File: src/rtl/core/ptbd_pkg.sv
// shared types, codes and helpers for the pulse train byte decoder
package ptbd_pkg;

    // widths of the payload
    localparam int unsigned LEN_W  = 36;
    localparam int unsigned BYTE_W = 8;
    localparam int unsigned REM_W  = 3;

    // tag byte layout
    localparam logic [BYTE_W-1:0] TAG_NIBBLE_MASK = 8'h0f;

    // record kinds from the tag
    typedef enum logic [1:0] {
        KIND_POS   = 2'd0,
        KIND_ZERO  = 2'd1,
        KIND_SPLIT = 2'd2,
        KIND_NEG   = 2'd3
    } t_kind;

    // two's complement level codes
    localparam logic signed [1:0] LVL_POS  = 2'sb01;
    localparam logic signed [1:0] LVL_ZERO = 2'sb00;
    localparam logic signed [1:0] LVL_NEG  = 2'sb11;

    // result status codes
    localparam logic STAT_OK  = 1'b0;
    localparam logic STAT_ERR = 1'b1;

    // one parsed record handed from front to back
    typedef struct packed {
        logic [LEN_W-1:0] len;
        t_kind            kind;
        logic             err;
    } t_rec;

    // back end phase
    typedef enum logic {
        BK_FIRST  = 1'b0,
        BK_SECOND = 1'b1
    } t_back_state;

    // level after the optional inversion
    function automatic logic signed [1:0] level_code(input logic signed [1:0] lvl,
                                                     input logic inv);
        logic signed [1:0] res;
        res = inv ? -lvl : lvl;
        return res;
    endfunction

endpackage

File: src/rtl/core/pulse_train_byte_decoder.sv
// top level of the pulse train byte decoder
//
//  channel | handshake                  | payload
//  --------+----------------------------+---------------------------------------------
//  in      | i_in_valid / o_in_ready    | i_data_byte, i_chunk_end
//  out     | o_out_valid / i_out_ready  | o_pulse_length, o_pulse_level, o_status,
//          |                            | o_last_of_run
//  cfg     | i_cfg_valid / o_cfg_ready  | i_cfg_invert_levels
//
//  one input beat per cycle while the record queue has room
//  a record leaves as one output beat, a split record as two beats, the second loaded
//  as soon as the first is taken, so sustained rate is set by the single output register of the back end
//  a result is shown once its closing byte has passed the record queue and the back end output register
//  reset is synchronous, active low, clears decode state and the invert setting
//  output stalls back up through the queue of P_QUEUE_DEPTH records to o_in_ready
module pulse_train_byte_decoder #(
    parameter int unsigned P_QUEUE_DEPTH = 2
) (
    input  logic              i_clk,
    input  logic              i_rst_n,
    input  logic              i_in_valid,
    output logic              o_in_ready,
    input  logic [7:0]        i_data_byte,
    input  logic              i_chunk_end,
    output logic              o_out_valid,
    input  logic              i_out_ready,
    output logic [35:0]       o_pulse_length,
    output logic signed [1:0] o_pulse_level,
    output logic              o_status,
    output logic              o_last_of_run,
    input  logic              i_cfg_valid,
    output logic              o_cfg_ready,
    input  logic              i_cfg_invert_levels
);
    import ptbd_pkg::*;

    logic r_invert;
    logic w_push, w_pop, w_full, w_empty;
    t_rec w_push_rec, w_pop_rec;

    // invert setting register
    assign o_cfg_ready = 1'b1;
    always_ff @(posedge i_clk) begin
        if (!i_rst_n) begin
            r_invert <= 1'b0;
        end else if (i_cfg_valid) begin
            r_invert <= i_cfg_invert_levels;
        end
    end

    ptbd_front u_front (
        .i_clk       (i_clk),
        .i_rst_n     (i_rst_n),
        .i_in_valid  (i_in_valid),
        .o_in_ready  (o_in_ready),
        .i_data_byte (i_data_byte),
        .i_chunk_end (i_chunk_end),
        .i_q_full    (w_full),
        .o_push      (w_push),
        .o_rec       (w_push_rec)
    );

    ptbd_queue #(
        .P_DEPTH (P_QUEUE_DEPTH)
    ) u_queue (
        .i_clk   (i_clk),
        .i_rst_n (i_rst_n),
        .i_push  (w_push),
        .i_rec   (w_push_rec),
        .o_full  (w_full),
        .o_empty (w_empty),
        .i_pop   (w_pop),
        .o_rec   (w_pop_rec)
    );

    ptbd_back u_back (
        .i_clk          (i_clk),
        .i_rst_n        (i_rst_n),
        .i_invert       (r_invert),
        .i_q_empty      (w_empty),
        .i_rec          (w_pop_rec),
        .o_pop          (w_pop),
        .o_out_valid    (o_out_valid),
        .i_out_ready    (i_out_ready),
        .o_pulse_length (o_pulse_length),
        .o_pulse_level  (o_pulse_level),
        .o_status       (o_status),
        .o_last_of_run  (o_last_of_run)
    );

endmodule

File: src/rtl/core/ptbd_front.sv
// front end: takes bytes, assembles records and flags chunks cut short
module ptbd_front (
    input  logic                   i_clk,
    input  logic                   i_rst_n,
    input  logic                   i_in_valid,
    output logic                   o_in_ready,
    input  logic [7:0]             i_data_byte,
    input  logic                   i_chunk_end,
    input  logic                   i_q_full,
    output logic                   o_push,
    output ptbd_pkg::t_rec         o_rec
);
    import ptbd_pkg::*;

    logic [REM_W-1:0] r_rem, n_rem;
    logic [LEN_W-1:0] r_acc, n_acc;
    t_kind            r_kind, n_kind;
    logic             w_accept;
    logic [LEN_W-1:0] w_acc_shift;
    logic [REM_W-1:0] w_rem_dec;

    assign o_in_ready  = !i_q_full;
    assign w_accept    = i_in_valid && o_in_ready;
    assign w_acc_shift = {r_acc[LEN_W-BYTE_W-1:0], i_data_byte};
    assign w_rem_dec   = r_rem - REM_W'(1);

    // record assembly
    always_comb begin
        n_rem     = r_rem;
        n_acc     = r_acc;
        n_kind    = r_kind;
        o_push    = 1'b0;
        o_rec.len  = w_acc_shift;
        o_rec.kind = r_kind;
        o_rec.err  = 1'b0;
        if (w_accept) begin
            if (r_rem == '0) begin
                // tag byte
                n_kind = t_kind'(i_data_byte[7:6]);
                n_rem  = REM_W'(i_data_byte[5:4]) + REM_W'(1);
                n_acc  = LEN_W'(i_data_byte & TAG_NIBBLE_MASK);
                if (i_chunk_end) begin
                    n_rem     = '0;
                    o_push    = 1'b1;
                    o_rec.err = 1'b1;
                end
            end else begin
                // length byte
                n_acc = w_acc_shift;
                n_rem = w_rem_dec;
                if (w_rem_dec == '0) begin
                    o_push = 1'b1;
                end else if (i_chunk_end) begin
                    n_rem     = '0;
                    o_push    = 1'b1;
                    o_rec.err = 1'b1;
                end
            end
        end
    end

    // state registers
    always_ff @(posedge i_clk) begin
        if (!i_rst_n) begin
            r_rem  <= '0;
            r_kind <= KIND_POS;
        end else begin
            r_rem  <= n_rem;
            r_kind <= n_kind;
        end
        r_acc <= n_acc;
    end

    // at most four length bytes follow a tag
    a_rem_range: assert property (@(posedge i_clk) disable iff (!i_rst_n)
        r_rem <= REM_W'(4))
        else $error("byte count out of range");

    // a cut-short chunk always leaves the front waiting for a tag
    a_err_idle: assert property (@(posedge i_clk) disable iff (!i_rst_n)
        (o_push && o_rec.err) |=> (r_rem == '0))
        else $error("front not idle after error");

endmodule

File: src/rtl/core/ptbd_queue.sv
// small record queue between the front and back ends
module ptbd_queue #(
    parameter int unsigned P_DEPTH = 2
) (
    input  logic           i_clk,
    input  logic           i_rst_n,
    input  logic           i_push,
    input  ptbd_pkg::t_rec i_rec,
    output logic           o_full,
    output logic           o_empty,
    input  logic           i_pop,
    output ptbd_pkg::t_rec o_rec
);
    import ptbd_pkg::*;

    localparam int unsigned PTR_W = (P_DEPTH > 1) ? $clog2(P_DEPTH) : 1;
    localparam int unsigned CNT_W = $clog2(P_DEPTH + 1);

    t_rec             r_mem [P_DEPTH];
    logic [PTR_W-1:0] r_wr_ptr, r_rd_ptr;
    logic [CNT_W-1:0] r_cnt;

    assign o_full  = (r_cnt == CNT_W'(P_DEPTH));
    assign o_empty = (r_cnt == '0);
    assign o_rec   = r_mem[r_rd_ptr];

    // storage
    always_ff @(posedge i_clk) begin
        if (i_push) begin
            r_mem[r_wr_ptr] <= i_rec;
        end
    end

    // pointers and fill count
    always_ff @(posedge i_clk) begin
        if (!i_rst_n) begin
            r_wr_ptr <= '0;
            r_rd_ptr <= '0;
            r_cnt    <= '0;
        end else begin
            if (i_push) begin
                r_wr_ptr <= (r_wr_ptr == PTR_W'(P_DEPTH - 1)) ? '0 : r_wr_ptr + PTR_W'(1);
            end
            if (i_pop) begin
                r_rd_ptr <= (r_rd_ptr == PTR_W'(P_DEPTH - 1)) ? '0 : r_rd_ptr + PTR_W'(1);
            end
            r_cnt <= r_cnt + CNT_W'(i_push) - CNT_W'(i_pop);
        end
    end

    a_no_overflow: assert property (@(posedge i_clk) disable iff (!i_rst_n)
        i_push |-> !o_full)
        else $error("push into full queue");

    a_no_underflow: assert property (@(posedge i_clk) disable iff (!i_rst_n)
        i_pop |-> !o_empty)
        else $error("pop from empty queue");

endmodule

File: src/rtl/core/ptbd_back.sv
// back end: turns records into pulse beats, splitting kind 2 records
module ptbd_back (
    input  logic                   i_clk,
    input  logic                   i_rst_n,
    input  logic                   i_invert,
    input  logic                   i_q_empty,
    input  ptbd_pkg::t_rec         i_rec,
    output logic                   o_pop,
    output logic                   o_out_valid,
    input  logic                   i_out_ready,
    output logic [35:0]            o_pulse_length,
    output logic signed [1:0]      o_pulse_level,
    output logic                   o_status,
    output logic                   o_last_of_run
);
    import ptbd_pkg::*;

    t_back_state       r_state, n_state;
    logic              r_valid, n_valid;
    logic [LEN_W-1:0]  r_len, n_len;
    logic signed [1:0] r_lvl, n_lvl;
    logic              r_stat, n_stat;
    logic              r_last, n_last;
    logic [LEN_W-1:0]  r_rest, n_rest;
    logic              w_load_ok;
    logic [LEN_W-1:0]  w_half;

    assign w_load_ok = !r_valid || i_out_ready;
    assign w_half    = i_rec.len >> 1;

    // next phase
    always_comb begin
        n_state = r_state;
        unique case (r_state)
            BK_FIRST: begin
                if (w_load_ok && !i_q_empty && !i_rec.err && i_rec.kind == KIND_SPLIT) begin
                    n_state = BK_SECOND;
                end
            end
            BK_SECOND: begin
                if (w_load_ok) begin
                    n_state = BK_FIRST;
                end
            end
            default: n_state = BK_FIRST;
        endcase
    end

    // output register loading
    always_comb begin
        o_pop   = 1'b0;
        n_valid = r_valid && !i_out_ready;
        n_len   = r_len;
        n_lvl   = r_lvl;
        n_stat  = r_stat;
        n_last  = r_last;
        n_rest  = r_rest;
        unique case (r_state)
            BK_SECOND: begin
                if (w_load_ok) begin
                    n_valid = 1'b1;
                    n_len   = r_rest;
                    n_lvl   = level_code(LVL_POS, i_invert);
                    n_stat  = STAT_OK;
                    n_last  = 1'b1;
                end
            end
            default: begin
                if (w_load_ok && !i_q_empty) begin
                    o_pop   = 1'b1;
                    n_valid = 1'b1;
                    n_stat  = STAT_OK;
                    n_last  = 1'b1;
                    n_len   = i_rec.len;
                    n_rest  = i_rec.len - w_half;
                    if (i_rec.err) begin
                        n_len  = '0;
                        n_lvl  = LVL_ZERO;
                        n_stat = STAT_ERR;
                    end else begin
                        unique case (i_rec.kind)
                            KIND_POS:  n_lvl = level_code(LVL_POS, i_invert);
                            KIND_ZERO: n_lvl = LVL_ZERO;
                            KIND_NEG:  n_lvl = level_code(LVL_NEG, i_invert);
                            KIND_SPLIT: begin
                                n_len  = w_half;
                                n_lvl  = level_code(LVL_NEG, i_invert);
                                n_last = 1'b0;
                            end
                            default: n_lvl = LVL_ZERO;
                        endcase
                    end
                end
            end
        endcase
    end

    // registers
    always_ff @(posedge i_clk) begin
        if (!i_rst_n) begin
            r_state <= BK_FIRST;
            r_valid <= 1'b0;
        end else begin
            r_state <= n_state;
            r_valid <= n_valid;
        end
        r_len  <= n_len;
        r_lvl  <= n_lvl;
        r_stat <= n_stat;
        r_last <= n_last;
        r_rest <= n_rest;
    end

    assign o_out_valid    = r_valid;
    assign o_pulse_length = r_len;
    assign o_pulse_level  = r_lvl;
    assign o_status       = r_stat;
    assign o_last_of_run  = r_last;

    // the second half of a split is shown right after the first is taken
    a_split_follow: assert property (@(posedge i_clk) disable iff (!i_rst_n)
        (r_valid && i_out_ready && !r_last) |=> (r_valid && r_last && r_stat == STAT_OK))
        else $error("split second half missing");

    // an error beat carries no length and closes the run
    a_err_shape: assert property (@(posedge i_clk) disable iff (!i_rst_n)
        (r_valid && r_stat == STAT_ERR) |-> (r_len == '0 && r_last && r_lvl == LVL_ZERO))
        else $error("malformed error beat");

endmodule

File: config.mk
export PLATFORM = sky130hd
export DESIGN_NAME = pulse_train_byte_decoder
export DESIGN_NICKNAME = d
export VERILOG_FILES = /design/src/rtl/core/ptbd_pkg.sv /design/src/rtl/core/pulse_train_byte_decoder.sv /design/src/rtl/core/ptbd_front.sv /design/src/rtl/core/ptbd_queue.sv /design/src/rtl/core/ptbd_back.sv
export SDC_FILE = /design/constraint.sdc
export NUM_CORES = 1
export LEC_CHECK = 0
export BUFFER_PORTS_ARGS = -buffer_cell sky130_fd_sc_hd__buf_2
export CORE_UTILIZATION = 46
export DETAILED_ROUTE_END_ITERATION = 10
export SLEW_MARGIN = 20
export SYNTH_ARGS = -nofsm -noshare
export SYNTH_HDL_FRONTEND = slang
export SYNTH_SLANG_ARGS = --single-unit
File: constraint.sdc
create_clock -name i_clk -period 12.7 [get_ports i_clk]
set_input_delay 1.27 -clock i_clk [delete_from_list [all_inputs] [get_ports i_clk]]
set_output_delay 1.27 -clock i_clk [all_outputs]
set_load 0.03 [all_outputs]
Word level (Yosys, flattened, before mapping)
Memories as Yosys holds them, arrays and structs flattened. A register that Yosys moved wholly into a read port is not among the register bits.
Index checks and enable logic that the tools add are counted.
{"block": "op_classes", "muxes": 46, "n_eq_ne": 5, "addsub": 7, "n_reduce_logical": 20, "bitwise": 1}
{"op": "36-bit two-way mux", "n": 5}
{"op": "36-bit by 35-bit subtractor with 36-bit output", "n": 1}
{"op": "1-bit two-way mux", "n": 29}
{"op": "2-bit two-way mux", "n": 6}
{"op": "3-bit two-way mux", "n": 4}
{"op": "2-bit == test (second input constant)", "n": 3}
{"op": "3-bit zero test", "n": 2}
{"op": "2-bit one-hot mux with 3 select lines", "n": 1}
{"op": "2-bit AND reduction", "n": 3}
{"op": "1-bit logical AND", "n": 5}
{"op": "1-bit zero test", "n": 5}
{"op": "2-bit zero test", "n": 2}
{"op": "2-bit by 1-bit adder with 3-bit output (second input constant)", "n": 1}
{"op": "3-bit by 1-bit subtractor with 3-bit output (second input constant)", "n": 1}
{"op": "1-bit adder (second input constant)", "n": 2}
{"op": "2-bit by 1-bit adder with 2-bit output", "n": 1}
{"op": "2-bit by 1-bit == test with 1-bit output (second input constant)", "n": 1}
{"op": "2-bit != test (second input constant)", "n": 1}
{"op": "1-bit one-hot mux with 2 select lines", "n": 1}
{"op": "2-bit nonzero test", "n": 1}
{"op": "2-bit OR reduction", "n": 1}
{"op": "2-bit by 1-bit subtractor with 2-bit output", "n": 1}
{"op": "1-bit logical OR", "n": 1}
{"op": "1-bit NOT", "n": 1}
{"block": "totals", "reg_bits": 116, "n_memories": 1, "ram_bits": 78, "input_bits": 15}
{"name": "u_queue.r_mem", "words": 2, "width": 39, "read_ports": 1, "rd_clocked_by_memory_dff": 1, "wr": 1, "line_no": "ptbd_queue.sv:19", "rtl": "t_rec r_mem [P_DEPTH];"}

Longest topological paths before layout
{"block": "depth", "depth_word": 7, "depth_mapped": 13, "depth_no_buf": 10}

By module
From an unflattened synthesis, not the netlist that was laid out.
{"block": "hier_totals", "hier_cells": 776, "hier_area_um2": 9820.7}
{"module": "ptbd_back", "seq_area_each_um2": 2322.2, "cells_per_inst": 522, "instances": 1, "area_per_inst_um2": 5246.3}
{"module": "ptbd_queue", "seq_area_each_um2": 2442.3, "cells_per_inst": 142, "instances": 1, "area_per_inst_um2": 3085.5}
{"module": "ptbd_front", "seq_area_each_um2": 940.9, "cells_per_inst": 107, "instances": 1, "area_per_inst_um2": 1441.4}
{"module": "pulse_train_byte_decoder", "seq_area_each_um2": 20.0, "cells_per_inst": 5, "instances": 1, "area_per_inst_um2": 47.5}

Worst setup path after synthesis
Ideal clock, no wire load.
{"block": "synth_path", "kind": "input-to-reg", "start": "input i_out_ready", "end": "register u_queue.r_cnt[1]", "setup_slack_ns": 7.464, "cell_stages": 8, "path_buffers": 0, "t_required_ns": 12.585, "t_arrival_ns": 5.121, "path_cell_list": "nor2b_1 -> nor3_1 -> ha_1 -> inv_1 -> ha_1 -> xnor2_1 -> xnor2_1 -> and2_1"}
{"block": "synth_via", "elab_chain_len": 5}
{"element": "from (decl)", "line_no": "pulse_train_byte_decoder.sv:26", "rtl": "input logic i_out_ready,"}
{"element": "1-bit logical OR", "line_no": "ptbd_back.sv:28", "rtl": "assign w_load_ok = !r_valid || i_out_ready;"}
{"element": "1-bit logical AND", "line_no": "ptbd_back.sv:69", "rtl": "if (w_load_ok && !i_q_empty) begin"}
{"element": "1-bit two-way mux", "line_no": "ptbd_back.sv:69"}
{"element": "1-bit two-way mux", "line_no": "ptbd_back.sv:58", "rtl": "unique case (r_state)"}
{"element": "net u_back.o_pop", "line_no": "ptbd_back.sv:8", "rtl": "output logic o_pop,"}
{"element": "2-bit by 1-bit subtractor with 2-bit output", "line_no": "ptbd_queue.sv:47", "rtl": "r_cnt <= r_cnt + CNT_W'(i_push) - CNT_W'(i_pop);"}
{"element": "to (signal assigned)", "line_no": "ptbd_queue.sv:47"}
{"element": "to (decl)", "line_no": "ptbd_queue.sv:21", "rtl": "logic [CNT_W-1:0] r_cnt;"}
The timed path passes the listed nets, and every way through them passes these cells.
A chain may end at the register's enable or synchronous reset.

==> impl_metrics.toml <==
[logic_synthesis]
yosys-top-cells-area = "edfxtp_1, ha_1, nand2_1"
yosys.cell_types.count = 61
synth_flop_cell = "edfxtp_1"
syn-cell-area_um2 = 9630
mean_syn_cell_area_um2 = 12.1
post_synthesis_cell_count = 798
synth_edf_count = 182
yosys.area.top_type_share = 0.568
synth_top_area_cell = "edfxtp_1"
ys_async_sr_fraction = 0
syn_nets = 855
yosys_warnings = 0
flop_and_latch_count_out_of_synthesis = 195
synth_seq_area_share = 0.595

[critical_path]
timing.critical_path.from_type = "flop"
reg2reg_setup_slack_ns = 8.78
critical_path_peak_fanout = 25
critPathCaptureType = "flop"
required_ns = 12.89
reg2regPathDepth = 10
cp.arrival_ns = 4.11
crit_type = "flop to flop"
r2r-end = "u_back.r_rest[33]"

[detailed_routing]
dr_total_vias = 6327
wire_per_inst_um = 19.3
firstDrtPassIters = 5
route.detailed.vias_per_inst = 5.59
detail_route.iter0.violations = 538
drt_wl_total_um = 21800
final_antenna_net_count = 0
drc = 0

[layout]
layout-drive-gt1-share = 0.130
area_delta_synth_final_pct = 12.6
fin_cells = 1132
layout.core_utilization = 0.532
design.final.nets = 906
leading_cell_type_in_the_layout_fill_and_taps_excluded = "edfxtp_1"
fill_cells = 1754
highest_count_cells_in_the_layout_ignoring_fill_and_taps = "edfxtp_1, nand2_1, buf_2"
antenna_cells_inserted = 0

[power]
power.density_nw_per_um2 = 272
post-layout-total-power_mw = 2.95
leakage_nw = 4.13
vdd_drop_max_mv = 0.105

[place]
detailedPlacementHpwl_um = 15200
post-place-ws_ns = 8.77
place.port_buffers = 56
routabilityCongestion = 0.880
placed_cells_incl_taps = 1100

[timing]
fmax_ghz = 0.255
period_share = 0.309
final-max-slew-violation-count = 0
tightestPinTransition_ns = 1.06
timing_hold_violations_final = 0
worst_slew_margin_rel = 0.275
setup_total_negative_slack_ns = 0
setup_slack_ns = 8.78
setup_violations = 0
grt_setup_unrepaired = "false"
post-route-min-period_ns = 3.92
timing.clock.skew_ns = 0.00576

[floorplan]
die_y_um = 147
coreArea_um2 = 20400
die-width_um = 147
start_util = 0.473
die-area_um2 = 21500
boundaryPins = 58
num_rows = 52

[flow_run]
timing.max_cap.violations = 0

[worst_hold_path]
end_point_of_the_most_critical_hold_path = "u_queue.r_mem[0][32]"
worst_hold_startpoint = "u_front.r_acc[21]"
min_path_cells = 0
hold_path.class = "flop to flop"

[clock_network]
cts-hold-fix-buffers = 0
cts.repair_timing.setup_buffer_count = 0
clkSlewWorstSetupHoldPaths_ns = 0.07
clock-root-buffer = "clkbuf_16"
cts.path.max_buffers = 2
post_cts_resized = 0
tritoncts_num_sinks = 195
cts_buffers = 17
clock_latency_ns = 0.43
cts_tree = "built"
cts_max_level = 4

[global_route]
initial_antenna_violation_count = 0
grt_first_pass_wirelength_um = 34600
grt_usage = 0.213
grt-ovfl-total = 0
grt_start_max_net_pins = 45
first_global_vias = 6212

[status]
status = "finished, final reports clean"
## cells by family (layout without fill, tap and decap cells)
kind of cell             count (synthesis)  after routing  share of synthesized area
multiplexers                            43             43                     0.0451
other                                    1              1                   0.000389
adder cells (fa/ha/maj)                 42             42                     0.0554
AO/OA/AOI/OAI                          173            173                      0.132
flip-flops                             195            195                      0.595
XOR/XNOR                                31             31                     0.0282
buffers and inverters                   88            152                     0.0360
AND/OR/NAND/NOR                        225            225                      0.108
## stage by stage
step	instance area, um^2	hold slack [ns]
4_1_cts	10800	0.450
3_3_place_gp	10200	0.425
5_1_grt	10800	0.452
2_1_floorplan	9630	0.421
3_5_place_dp	10200	0.431
6_report	10800	0.450
## per-layer routing
metal	vias to the layer above	wire length [um]	GRT usage
li1	3039	-	-
met1	3083	10600	0.308
met2	179	9780	0.329
met3	26	1100	0.0347
met4	0	350	0.0641
met5	-	0	0
## cells in the mapped netlist, types with 2 or more instances
library cell,count
nand2_1,107
nand4_1,6
o21ai_0,22
o211ai_1,4
ha_1,41
nor3_1,6
o2111a_1,2
a21boi_0,2
o21bai_1,8
nor2_1,35
a31oi_1,3
o211a_1,4
a22o_1,3
and2_1,34
and3_1,5
a21o_1,11
a211oi_1,3
a21oi_1,46
o21ai_1,8
inv_1,52
a211o_1,2
xor2_1,8
o31ai_1,2
nor2b_1,11
buf_2,10
dfxtp_1,13
mux2i_1,40
clkbuf_1,23
nand2b_1,5
xnor2_1,23
a32o_1,32
a311oi_1,3
mux2_2,3
nand3_1,9
o21a_1,5
edfxtp_1,182
## cell type report
type,count,area [um^2],area share
Inverter,54,203,0.0187
Multi-Input combinational cell,515,3580,0.330
Sequential cell,195,5730,0.528
Timing Repair Buffer,66,368,0.0339
Tap cell,270,338,0.0312
Clock inverter,13,194,0.0179
Clock buffer,19,433,0.0399
## power breakdown
group          switching [mW]  internal, mW
clock                   0.252         0.319
combinational           0.865         0.466
sequential             0.0640         0.984
total                    1.18          1.77
## how the worst max path moves through the flow
stage,startpoint,end,slack (ns),cells past startpoint
2_1_floorplan,i_out_ready,u_queue.r_cnt[1],7.46,8
3_3_place_gp,flop,u_back.r_rest[33],8.80,10
3_5_place_dp,flop,u_back.r_rest[33],8.77,10
4_1_cts,flop,u_back.r_rest[33],8.75,10
5_1_grt,flop,u_back.r_rest[33],8.49,10
6_report,flop,u_back.r_rest[33],8.78,10
## sequential cells by signal (all words and copies together) (netlist names), named ones only
register and count:
u_back.o_out_valid 1, u_queue.r_cnt 2, r_invert 1, u_back.o_pulse_level 2
u_back.o_status 1, u_back.o_last_of_run 1, u_queue.r_rd_ptr 1, u_back.r_state 1
u_front.r_acc 28, u_queue.r_wr_ptr 1, u_front.r_kind 2, u_front.r_rem 3
u_queue.r_mem 78, u_back.r_rest 36, u_back.o_pulse_length 36
## worst max-delay path, cell delays in order (launching register included)
cell and delay [ns]:
dfxtp_2 0.62, buf_4 0.49, mux2i_1 0.79, inv_1 0.10
ha_1 0.48, nand4_1 0.17, nor3_1 0.25, inv_1 0.07
o221ai_1 0.38, a31oi_1 0.14, o211a_1 0.15
(Power assumes the default switching activity.)
